===== src/rtl/icc_pkg.sv =====
`timescale 1ns / 1ps
// ----------------------------------------------------------------------------
// icc_pkg
// Shared types and constants of the input change coalescer.
// ----------------------------------------------------------------------------
package icc_pkg;

  localparam int CH_W    = 6;
  localparam int VALUE_W = 8;
  localparam int LINE_W  = 8;
  localparam int UNI_W   = 16;
  localparam int DATA_W  = 32;
  localparam int ADDR_W  = 3;

  localparam logic [UNI_W-1:0] WILDCARD_UNIVERSE = 16'hFFFF;

  localparam logic REQ_VALUE = 1'b0;
  localparam logic REQ_FLUSH = 1'b1;

  localparam logic REG_LINE     = 1'b0;
  localparam logic REG_UNIVERSE = 1'b1;

  typedef struct packed {
    logic [LINE_W-1:0] own_line;
    logic [UNI_W-1:0]  own_universe;
  } cfg_t;

  typedef struct packed {
    logic               present;
    logic [VALUE_W-1:0] value;
  } entry_t;

  typedef enum logic [5:0] {
    ST_CLEAR    = 6'b000001,
    ST_IDLE     = 6'b000010,
    ST_RMW      = 6'b000100,
    ST_FL_READ  = 6'b001000,
    ST_FL_CHECK = 6'b010000,
    ST_FL_END   = 6'b100000
  } state_t;

endpackage


===== src/rtl/icc_ram.sv =====
`timescale 1ns / 1ps
// ----------------------------------------------------------------------------
// icc_ram
// Generic single-port-write, single-port-read RAM with registered read data.
// ----------------------------------------------------------------------------
module icc_ram #(
  parameter int WIDTH = 9,
  parameter int DEPTH = 64
) (
  input  logic                     clk,
  input  logic                     wr_en,
  input  logic [$clog2(DEPTH)-1:0] wr_addr,
  input  logic [WIDTH-1:0]         wr_data,
  input  logic                     rd_en,
  input  logic [$clog2(DEPTH)-1:0] rd_addr,
  output logic [WIDTH-1:0]         rd_data
);

  logic [WIDTH-1:0] mem [DEPTH];

  always_ff @(posedge clk) begin
    if (wr_en) begin
      mem[wr_addr] <= wr_data;
    end
    if (rd_en) begin
      rd_data <= mem[rd_addr];
    end
  end

endmodule


===== src/rtl/icc_cfg.sv =====
`timescale 1ns / 1ps
// ----------------------------------------------------------------------------
// icc_cfg
// Configuration registers behind the register port.
// ----------------------------------------------------------------------------
module icc_cfg
  import icc_pkg::*;
(
  input  logic              clk,
  input  logic              rst,
  input  logic              psel,
  input  logic              penable,
  input  logic              pwrite,
  input  logic [ADDR_W-1:0] paddr,
  input  logic [DATA_W-1:0] pwdata,
  output logic [DATA_W-1:0] prdata,
  output logic              pready,
  output cfg_t              cfg
);

  logic reg_sel;
  logic wr_fire;

  assign reg_sel = paddr[2];
  assign wr_fire = psel && penable && pwrite && pready;
  assign pready  = 1'b1;

  always_ff @(posedge clk) begin
    if (rst) begin
      cfg <= '0;
    end else if (wr_fire) begin
      unique case (reg_sel)
        REG_LINE:     cfg.own_line     <= pwdata[LINE_W-1:0];
        REG_UNIVERSE: cfg.own_universe <= pwdata[UNI_W-1:0];
        default:      cfg              <= cfg;
      endcase
    end
  end

  always_comb begin
    unique case (reg_sel)
      REG_LINE:     prdata = DATA_W'(cfg.own_line);
      REG_UNIVERSE: prdata = DATA_W'(cfg.own_universe);
      default:      prdata = '0;
    endcase
  end

endmodule


===== src/rtl/icc_ctrl.sv =====
`timescale 1ns / 1ps
// ----------------------------------------------------------------------------
// icc_ctrl
// Read-modify-write sequencer over the channel store, flush walker and
// result register.
// ----------------------------------------------------------------------------
module icc_ctrl
  import icc_pkg::*;
#(
  parameter int CHANNELS = 64
) (
  input  logic               clk,
  input  logic               rst,
  input  cfg_t               cfg,
  input  logic               evt_valid,
  output logic               evt_ready,
  input  logic               req_type,
  input  logic [UNI_W-1:0]   event_universe,
  input  logic [LINE_W-1:0]  event_line,
  input  logic [CH_W-1:0]    channel_index,
  input  logic [VALUE_W-1:0] channel_value,
  output logic               res_valid,
  input  logic               res_ready,
  output logic [CH_W-1:0]    out_channel,
  output logic [VALUE_W-1:0] out_value,
  output logic               last_of_run
);

  localparam int AW = $clog2(CHANNELS);
  localparam logic [AW-1:0] LAST_IDX = AW'(CHANNELS - 1);

  state_t             state, state_next;
  logic [AW-1:0]      idx, idx_next;
  logic [AW-1:0]      ch_q;
  logic [VALUE_W-1:0] val_q;
  logic               pend_valid, pend_valid_next;
  logic [AW-1:0]      pend_ch, pend_ch_next;
  logic [VALUE_W-1:0] pend_val, pend_val_next;
  logic               res_valid_next;
  logic [CH_W-1:0]    out_channel_next;
  logic [VALUE_W-1:0] out_value_next;
  logic               last_of_run_next;

  logic               rd_en;
  logic [AW-1:0]      rd_addr;
  entry_t             rd_data;
  logic               wr_en;
  logic [AW-1:0]      wr_addr;
  entry_t             wr_data;

  logic out_free;
  logic uni_match;
  logic accept;

  assign out_free  = !res_valid || res_ready;
  assign uni_match = (event_universe == WILDCARD_UNIVERSE) ||
                     (event_universe == cfg.own_universe);
  assign accept    = evt_valid && evt_ready;

  icc_ram #(
    .WIDTH ($bits(entry_t)),
    .DEPTH (CHANNELS)
  ) u_store (
    .clk     (clk),
    .wr_en   (wr_en),
    .wr_addr (wr_addr),
    .wr_data (wr_data),
    .rd_en   (rd_en),
    .rd_addr (rd_addr),
    .rd_data (rd_data)
  );

  always_comb begin
    state_next       = state;
    idx_next         = idx;
    pend_valid_next  = pend_valid;
    pend_ch_next     = pend_ch;
    pend_val_next    = pend_val;
    res_valid_next   = res_valid && !res_ready;
    out_channel_next = out_channel;
    out_value_next   = out_value;
    last_of_run_next = last_of_run;
    evt_ready        = 1'b0;
    rd_en            = 1'b0;
    rd_addr          = idx;
    wr_en            = 1'b0;
    wr_addr          = idx;
    wr_data          = '0;

    unique case (state)
      ST_CLEAR: begin
        wr_en = 1'b1;
        if (idx == LAST_IDX) begin
          idx_next   = '0;
          state_next = ST_IDLE;
        end else begin
          idx_next = idx + 1'b1;
        end
      end
      ST_IDLE: begin
        evt_ready = 1'b1;
        rd_addr   = AW'(channel_index);
        rd_en     = evt_valid;
        if (evt_valid && uni_match) begin
          if (req_type == REQ_FLUSH) begin
            idx_next        = '0;
            pend_valid_next = 1'b0;
            state_next      = ST_FL_READ;
          end else if (event_line == cfg.own_line &&
                       32'(channel_index) < CHANNELS) begin
            state_next = ST_RMW;
          end
        end
      end
      ST_RMW: begin
        wr_addr = ch_q;
        wr_data = '{present: 1'b1, value: val_q};
        if (!rd_data.present) begin
          wr_en      = 1'b1;
          state_next = ST_IDLE;
        end else if (rd_data.value != val_q) begin
          if (rd_data.value == '0 || val_q == '0) begin
            if (out_free) begin
              wr_en            = 1'b1;
              res_valid_next   = 1'b1;
              out_channel_next = CH_W'(ch_q);
              out_value_next   = rd_data.value;
              last_of_run_next = 1'b1;
              state_next       = ST_IDLE;
            end
          end else begin
            wr_en      = 1'b1;
            state_next = ST_IDLE;
          end
        end else begin
          state_next = ST_IDLE;
        end
      end
      ST_FL_READ: begin
        rd_en      = 1'b1;
        state_next = ST_FL_CHECK;
      end
      ST_FL_CHECK: begin
        if (!(rd_data.present && pend_valid && !out_free)) begin
          wr_en = 1'b1;
          if (rd_data.present) begin
            if (pend_valid) begin
              res_valid_next   = 1'b1;
              out_channel_next = CH_W'(pend_ch);
              out_value_next   = pend_val;
              last_of_run_next = 1'b0;
            end
            pend_valid_next = 1'b1;
            pend_ch_next    = idx;
            pend_val_next   = rd_data.value;
          end
          if (idx == LAST_IDX) begin
            state_next = ST_FL_END;
          end else begin
            idx_next   = idx + 1'b1;
            state_next = ST_FL_READ;
          end
        end
      end
      ST_FL_END: begin
        if (!pend_valid) begin
          state_next = ST_IDLE;
        end else if (out_free) begin
          res_valid_next   = 1'b1;
          out_channel_next = CH_W'(pend_ch);
          out_value_next   = pend_val;
          last_of_run_next = 1'b1;
          pend_valid_next  = 1'b0;
          state_next       = ST_IDLE;
        end
      end
      default: begin
        state_next = ST_CLEAR;
        idx_next   = '0;
      end
    endcase
  end

  always_ff @(posedge clk) begin
    if (rst) begin
      state      <= ST_CLEAR;
      idx        <= '0;
      pend_valid <= 1'b0;
      res_valid  <= 1'b0;
    end else begin
      state      <= state_next;
      idx        <= idx_next;
      pend_valid <= pend_valid_next;
      res_valid  <= res_valid_next;
    end
  end

  always_ff @(posedge clk) begin
    if (accept) begin
      ch_q  <= AW'(channel_index);
      val_q <= channel_value;
    end
    pend_ch     <= pend_ch_next;
    pend_val    <= pend_val_next;
    out_channel <= out_channel_next;
    out_value   <= out_value_next;
    last_of_run <= last_of_run_next;
  end

`ifndef NO_ASSERTIONS
  a_rmw_single_last: assert property (@(posedge clk) disable iff (rst)
    (state == ST_RMW && state_next == ST_IDLE && res_valid_next && out_free)
      |=> last_of_run)
    else $error("value event result not marked as last");

  a_idle_no_pending: assert property (@(posedge clk) disable iff (rst)
    (state == ST_IDLE) |-> !pend_valid)
    else $error("flush left a pending entry behind");

  a_idx_in_range: assert property (@(posedge clk) disable iff (rst)
    32'(idx) < CHANNELS)
    else $error("walk index beyond the store");

  a_walk_writes_zero: assert property (@(posedge clk) disable iff (rst)
    (wr_en && state != ST_RMW) |-> (wr_data == '0))
    else $error("clear or flush wrote a nonzero entry");
`endif

endmodule


===== src/rtl/input_change_coalescer.sv =====
`timescale 1ns / 1ps
// ----------------------------------------------------------------------------
// input_change_coalescer
// Per-channel coalescing of controller input values with flush.
// ----------------------------------------------------------------------------
// Items arrive on the evt_valid/evt_ready channel; a value event updates one
// channel entry, a flush drains the whole store. Results leave on the
// res_valid/res_ready channel through a single result register, so the next
// item is taken while an earlier result still waits to be collected.
// In the accept cycle of a value event the store entry is read; ST_RMW then
// compares and writes it back, placing any result in the output register and
// holding while that register is full. An event that does not match the
// configured line or universe is dropped in its accept cycle.
// A flush walks the store entry by entry through ST_FL_READ and ST_FL_CHECK,
// zeroing each entry as it passes; results come out in ascending channel
// order with the final one marked by last_of_run.
// If the receiver stalls, the sequencer holds where it needs the result
// register and resumes once it empties. After reset the store is cleared one
// entry per cycle, during which no item is accepted; register writes are
// taken at any time.
// ----------------------------------------------------------------------------
module input_change_coalescer
  import icc_pkg::*;
#(
  parameter int CHANNELS = 64
) (
  input  logic               clk,
  input  logic               rst,
  input  logic               psel,
  input  logic               penable,
  input  logic               pwrite,
  input  logic [ADDR_W-1:0]  paddr,
  input  logic [DATA_W-1:0]  pwdata,
  output logic [DATA_W-1:0]  prdata,
  output logic               pready,
  input  logic               evt_valid,
  output logic               evt_ready,
  input  logic               req_type,
  input  logic [UNI_W-1:0]   event_universe,
  input  logic [LINE_W-1:0]  event_line,
  input  logic [CH_W-1:0]    channel_index,
  input  logic [VALUE_W-1:0] channel_value,
  output logic               res_valid,
  input  logic               res_ready,
  output logic [CH_W-1:0]    out_channel,
  output logic [VALUE_W-1:0] out_value,
  output logic               last_of_run
);

  cfg_t cfg;

  icc_cfg u_cfg (
    .clk     (clk),
    .rst     (rst),
    .psel    (psel),
    .penable (penable),
    .pwrite  (pwrite),
    .paddr   (paddr),
    .pwdata  (pwdata),
    .prdata  (prdata),
    .pready  (pready),
    .cfg     (cfg)
  );

  icc_ctrl #(
    .CHANNELS (CHANNELS)
  ) u_ctrl (
    .clk            (clk),
    .rst            (rst),
    .cfg            (cfg),
    .evt_valid      (evt_valid),
    .evt_ready      (evt_ready),
    .req_type       (req_type),
    .event_universe (event_universe),
    .event_line     (event_line),
    .channel_index  (channel_index),
    .channel_value  (channel_value),
    .res_valid      (res_valid),
    .res_ready      (res_ready),
    .out_channel    (out_channel),
    .out_value      (out_value),
    .last_of_run    (last_of_run)
  );

endmodule


===== config.mk =====
export PLATFORM = sky130hd
export DESIGN_NAME = input_change_coalescer
export DESIGN_NICKNAME = d
export VERILOG_FILES = /design/src/rtl/icc_pkg.sv /design/src/rtl/icc_ram.sv /design/src/rtl/icc_cfg.sv /design/src/rtl/icc_ctrl.sv /design/src/rtl/input_change_coalescer.sv
export SDC_FILE = /design/constraint.sdc
export NUM_CORES = 1
export LEC_CHECK = 0
export BUFFER_PORTS_ARGS = -buffer_cell sky130_fd_sc_hd__clkbuf_2
export CORE_AREA = 5 5 267 269
export DETAILED_ROUTE_END_ITERATION = 7
export DIE_AREA = 0 0 272 274
export GPL_TIMING_DRIVEN = 0
export PLACE_DENSITY_LB_ADDON = 0.05
export SLEW_MARGIN = 20
export SYNTH_ARGS = -nofsm -noshare
export SYNTH_HDL_FRONTEND = slang
export SYNTH_SLANG_ARGS = --single-unit

===== constraint.sdc =====
create_clock -name clk -period 6.3 [get_ports clk]
set_clock_uncertainty 0.1 [all_clocks]
set_input_delay 0.63 -clock clk [delete_from_list [all_inputs] [get_ports clk]]
set_output_delay 0.63 -clock clk [all_outputs]
set_load 0.05 [all_outputs]

Word-level counts from Yosys, hierarchy flattened
Memories as Yosys holds them, arrays and structs flattened. A register that Yosys moved wholly into a read port is not among the register bits.
Cells that the tools add are included.
- bits in registers: 81
- output and inout bits: 50
- RAM bits: 576
- memories: 1
- word-level logic and storage cells: 146
- bits of input ports: 81
- eq/ne operators: 25
- multiplexer cells: 77
- reductions and logical operators: 26
- bitwise operators: 3
- add/subtract/negate cells: 1
- memory list (memory ; words ; bits a word ; read ports ; clocked after memory_dff ; write ports ; line ; source):
    u_ctrl.u_store.mem ; 64 ; 9 ; 1 ; 1 ; 1 ; icc_ram.sv:19 ; logic [WIDTH-1:0] mem [DEPTH];
- operators by type and width (operator ; count):
    6-bit two-way mux ; 27
    8-bit two-way mux ; 9
    32-bit case mux with 2 select lines ; 1
    6-bit case mux with 6 select lines ; 1
    1-bit two-way mux ; 30
    6-bit case mux with 4 select lines ; 1
    8-bit case mux with 3 select lines ; 1
    6-bit case mux with 3 select lines ; 1
    16-bit equality test ; 1
    16-bit equality test (second input constant) ; 1
    8-bit logical NOT ; 2
    2-bit by 1-bit inequality test with 1-bit output (second input constant) ; 8
    6-bit equality test (second input constant) ; 2
    1-bit case mux with 3 select lines ; 4
    2-bit inequality test (second input constant) ; 5
    10-bit AND reduction ; 1
    5-bit AND reduction ; 2
    9-bit two-way mux ; 1
    8-bit equality test ; 1
    8-bit inequality test ; 1
    8-bit AND reduction ; 1
    1-bit logical AND ; 7
    6-bit by 1-bit adder with 6-bit output (second input constant) ; 1
    6-bit by 1-bit equality test with 1-bit output (second input constant) ; 1
    14 further kinds ; 22

Longest topological paths before layout
- depth after elaboration: 9
- gate-level depth with buffers: 13
- mapped depth without buffers: 8

Hierarchy
From an unflattened synthesis, not the netlist that was laid out.
- cell total of the unflattened synthesis: 1504
- area total of the unflattened synthesis: 27216.1 um2
- modules (own cells, without submodules) (module ; area each (um2) ; cells each ; seq. area each (um2) ; times used):
    icc_ram ; 22748.1 ; 1083 ; 17566.8 ; 1
    icc_ctrl ; 3130.5 ; 287 ; 1571.5 ; 1
    icc_cfg ; 1337.5 ; 134 ; 480.5 ; 1

Worst setup path before layout
OpenSTA, ideal clock, no wires.
- path type: register -> register
- from: register u_ctrl.state[5]
- to: memory u_ctrl.u_store.mem[0][3] (data pin)
- slack: 2.231 ns
- data arrival time: 3.602 ns
- data required time: 5.833 ns
- setup time: 0.367 ns
- buffers on the path: 4
- clock period less this slack: 4.069 ns
- cell stages (with the launch flop): 9
- cell sequence: dfxtp_1 buf_2 nor2_1 buf_2 nand3_1 inv_1 clkbuf_1 clkbuf_1 and2_1
- word-level cells in the longest chain between the ends: 2
- RTL lines (item ; line ; source):
    from (decl) ; icc_ctrl.sv:32 ; state_t state, state_next;
    from (signal assigned) ; icc_ctrl.sv:191 ; state <= state_next;
    6-bit by 3-bit equality test with 1-bit output ; icc_ctrl.sv:90 ; unique case (state)
    9-bit two-way mux ; icc_ctrl.sv:90 ;
    named net u_ctrl.u_store.wr_data[3] ; icc_ram.sv:13 ; input logic [WIDTH-1:0] wr_data,
    to (decl) ; icc_ram.sv:19 ;
The timed path passes the listed nets, and every way through them passes these cells.

Final worst setup path
- from: register u_ctrl.state[1]
- to: register u_ctrl.u_store.rd_data[0], read port of u_ctrl.u_store.mem (data pin)
- word-level cells in the longest chain between the ends: 2
- elaborated cells on any way between the ends: 4
- classes of those cells: eq/ne: 2; mux: 2
- RTL lines (item ; line ; source):
    6-bit by 4-bit equality test with 1-bit output or 6-bit by 2-bit equality test with 1-bit output (tied branches) ; icc_ctrl.sv:90 ;
    1-bit case mux with 2 select lines or 6-bit two-way mux (tied branches) ; icc_ctrl.sv:90 ;
    to (decl) ; icc_ram.sv:16 ; output logic [WIDTH-1:0] rd_data
Several ways; a longest one is shown, not always the timed one.
A chain may end at the register's enable or synchronous reset.

==> results.json <==
{
  "outcome": "completed",
  "dp_hpwl_um": 55300,
  "drt_wl_total_um": 79400,
  "period_needed_ns": 5.44,
  "hold_viol_final": 0,
  "crit_fanout": 10,
  "synth.area.top_cells": "edfxtp_1 70%, mux4_2 3.0%, dfxtp_1 2.8%, a21oi_1 2.3%, nand2_1 2.0%",
  "clock.fmax_ghz": 0.184,
  "synth_top_family_by_area": "compound AO/OA/AOI/OAI gates",
  "path_class": "reg -> reg",
  "rrSetupSlack_ns": 0.86,
  "finalMaxSlewViolations": 0,
  "ys_seq_elements": 666,
  "power.share.sequential_pct": 47.8,
  "grt-ovfl-total": 0,
  "avgSynthCellArea_um2": 15.5,
  "cts_tree": "built",
  "fin_crit_sh_pct": 86.4,
  "ctsResizeCount": 0,
  "grt_pass1_vias": 16400,
  "numCtsBuffers": 74,
  "ys_seq_area_share_pct": 72.4,
  "slew_headroom_pct": 23.9,
  "synth_ff_type": "edfxtp_1",
  "layout.cells.most_common_list": "628 x edfxtp_1, 141 x nand2_1, 121 x a21oi_1",
  "port_buffers": 93,
  "final_layout_size_suffix_gt1_share_pct": 19.4,
  "layoutNonFillerInstCount": 2887,
  "critPathLaunch": "u_ctrl.state[1]",
  "final_common_cell": "edfxtp_1",
  "synth_cell_types": 73,
  "netlist_area_mm2": 0.0271,
  "post_drt_via_cell_ratio": 5.66,
  "peakVddDrop_v": 0.000170,
  "synth_top_area_share_pct": 69.6,
  "power_density_mw_per_mm2": 326,
  "avgRoutedWirePerCell_um": 27.5,
  "postCtsSetupRepairBufs": 0,
  "synth_compound_area_share_pct": 10.9,
  "placed_cells": 2755,
  "combPwrFrac_pct": 12.3,
  "ant_nets": 0,
  "holdPathStages": 1,
  "leakagePower_nw": 11.6,
  "dieArea_mm2": 0.0745,
  "die_w_um": 272,
  "cts_hold_buf": 0,
  "cap_violations": 0,
  "synth-edff-count": 628,
  "endpoint_kind": "flop",
  "dr.pass1.iters": 6,
  "design.core.area_mm2": 0.0683,
  "cp-start-kind": "flop",
  "switching_share_pct": 25.4,
  "initial_utilization_pct": 39.6,
  "drc_errors": 0,
  "clock_latency_ns": 0.61,
  "grt_max_degree": 65,
  "synth-simple-area-share_pct": 6.96,
  "timing.rr.end": "u_ctrl.u_store.rd_data[0]",
  "ys_warn_count": 0,
  "synth-adder-area-share_pct": 0.0462,
  "netlist_instances": 1751,
  "ff2ff_path_depth": 10,
  "io_pins": 131,
  "synth_largest_area_cell": "edfxtp_1",
  "synth_xor_area_share_pct": 1.07,
  "grt_first_pass_wirelength_um": 115000,
  "area_delta_synth_final_pct": 15.5,
  "nets": 2031,
  "finalSetupViolCount": 0,
  "p_sw_mw": 2.59,
  "clkSlewWorstSetupHoldPaths_ns": 0.06,
  "clockPowerShare_pct": 39.9,
  "synth.area.mux_share_pct": 5.94,
  "htreeDepth": 3,
  "crit_required_ns": 6.46,
  "intPower_mw": 7.60,
  "cts_root_buf": "clkbuf_16",
  "timing.rr.start": "u_ctrl.state[1]",
  "hold_path.class": "in -> reg",
  "die_h_um": 274,
  "worstMarginPinSlew_ns": 1.13,
  "async_reset_ff_share_pct": 0,
  "fin_total_pwr_mw": 10.2,
  "cts_sinks": 666,
  "track_usage_pct": 21.0,
  "clockBufferDepth": 3,
  "antenna_found_initial": 3,
  "gp_congestion": 0.898,
  "rsz0062_at_grt": "false",
  "vias": 16300,
  "rows": 96,
  "cp.arrival_ns": 5.60,
  "drt_iter0_drc": 1505,
  "crit_end": "u_ctrl.u_store.rd_data[0]"
}
==> through the flow <==
step                worst slack, ns  hold slack, ns  util [%]  cell area (um^2)  TNS, ns
floorplan                      2.23           0.303         -             27200        0
global placement              -1.41           0.315      42.0             28700  -554.76
detailed placement            0.865           0.321      42.5             29000        0
CTS                           0.857          0.0497      45.8             31300        0
global route                  0.674          0.0554      45.8             31300        0
finish                        0.860          0.0950      45.8             31300        0
==> worst min-delay path by stage <==
stage                      from           endpoint
6_report       channel_value[0]    u_ctrl.val_q[0]
5_1_grt        channel_value[1]    u_ctrl.val_q[1]
4_1_cts        channel_value[0]    u_ctrl.val_q[0]
3_5_place_dp      u_ctrl.idx[3]  u_ctrl.pend_ch[3]
3_3_place_gp      u_ctrl.idx[3]  u_ctrl.pend_ch[3]
2_1_floorplan     u_ctrl.idx[2]  u_ctrl.pend_ch[2]
==> area by class of cell <==
class | instances | area (um^2)
repair buffers | 107 | 662
inverters | 10 | 37.5
fillers | 5990 | 37000
diodes | 1 | 2.50
clock buffers | 100 | 2020
flip-flops and latches | 666 | 19600
well taps | 882 | 1100
multi-input cells | 978 | 6930
clock inverters | 31 | 244
plain buffers | 112 | 681
==> power by group through the flow <==
stage	Sequential, mW	Clock, mW	Combinational (mW)
after CTS	4.87	4.17	1.25
after global placement	4.96	0	1.22
final	4.87	4.07	1.26
after detailed placement	4.96	0	1.24
after global routing	4.87	4.37	1.32
after floorplan	4.95	0	0.720
==> critical path, cell delays in order, from the launching register on <==
cell and delay [ns]:
dfxtp_1 0.45, nor4b_4 0.36, nand2_1 0.34, clkinv_1 0.28, mux2i_2 0.74, clkbuf_1 0.54, o221ai_1 0.28, a221oi_1 0.73
a2111oi_1 0.10, clkdlybuf4s18_2 0.30, nor4_1 0.86
==> flip-flops by register name (all words and copies together), names as in the netlist <==
| register | cells |
|---|---|
| u_ctrl.pend_val | 8 |
| u_ctrl.pend_valid | 1 |
| u_ctrl.state | 6 |
| u_ctrl.ch_q | 6 |
| u_cfg.cfg | 24 |
| u_ctrl.idx | 6 |
| u_ctrl.val_q | 8 |
| u_ctrl.res_valid | 1 |
| u_ctrl.u_store.mem | 576 |
| u_ctrl.last_of_run | 1 |
| u_ctrl.u_store.rd_data | 9 |
| u_ctrl.out_value | 8 |
| u_ctrl.out_channel | 6 |
| u_ctrl.pend_ch | 6 |
==> synth_stat cells, types with 4 or more instances <==
master / number
clkbuf_1: 44
or4_1: 12
nor2_1: 88
a2111oi_0: 21
o22ai_1: 66
buf_6: 12
nand2_1: 141
nor2b_1: 4
o31ai_1: 5
o221ai_1: 48
inv_1: 8
a21oi_1: 123
nand2b_1: 10
o21ai_1: 4
nor4_1: 17
nand3_1: 26
a21boi_0: 4
edfxtp_1: 628
a211oi_1: 34
a21o_1: 9
nand4_1: 15
o21ai_0: 42
and3_1: 11
dfxtp_1: 38
buf_2: 21
mux2i_1: 37
xnor2_1: 16
o21bai_1: 8
a221o_1: 11
nand3b_1: 11
mux4_2: 36
buf_4: 30
mux2_2: 38
a221oi_1: 10
and2_1: 39
xor2_1: 17
==> metal layers <==
layer	vias to the layer above	GRT usage, %	wire, um
met5	-	0	0
li1	7355	-	-
met3	82	4.01	4920
met4	0	5.98	1830
met1	8376	28.9	34700
met2	523	34.4	37900
==> cells by family after synthesis <==
group / after synthesis
xor gates and xnor gates: 33
AOI/OAI and AO/OA: 427
buffers and inverters: 122
and+or+nand+nor: 389
adders and majority gates: 1
other: 2
DFF: 666
muxes: 111
No activity file was read; power rests on OpenSTA's default activity.
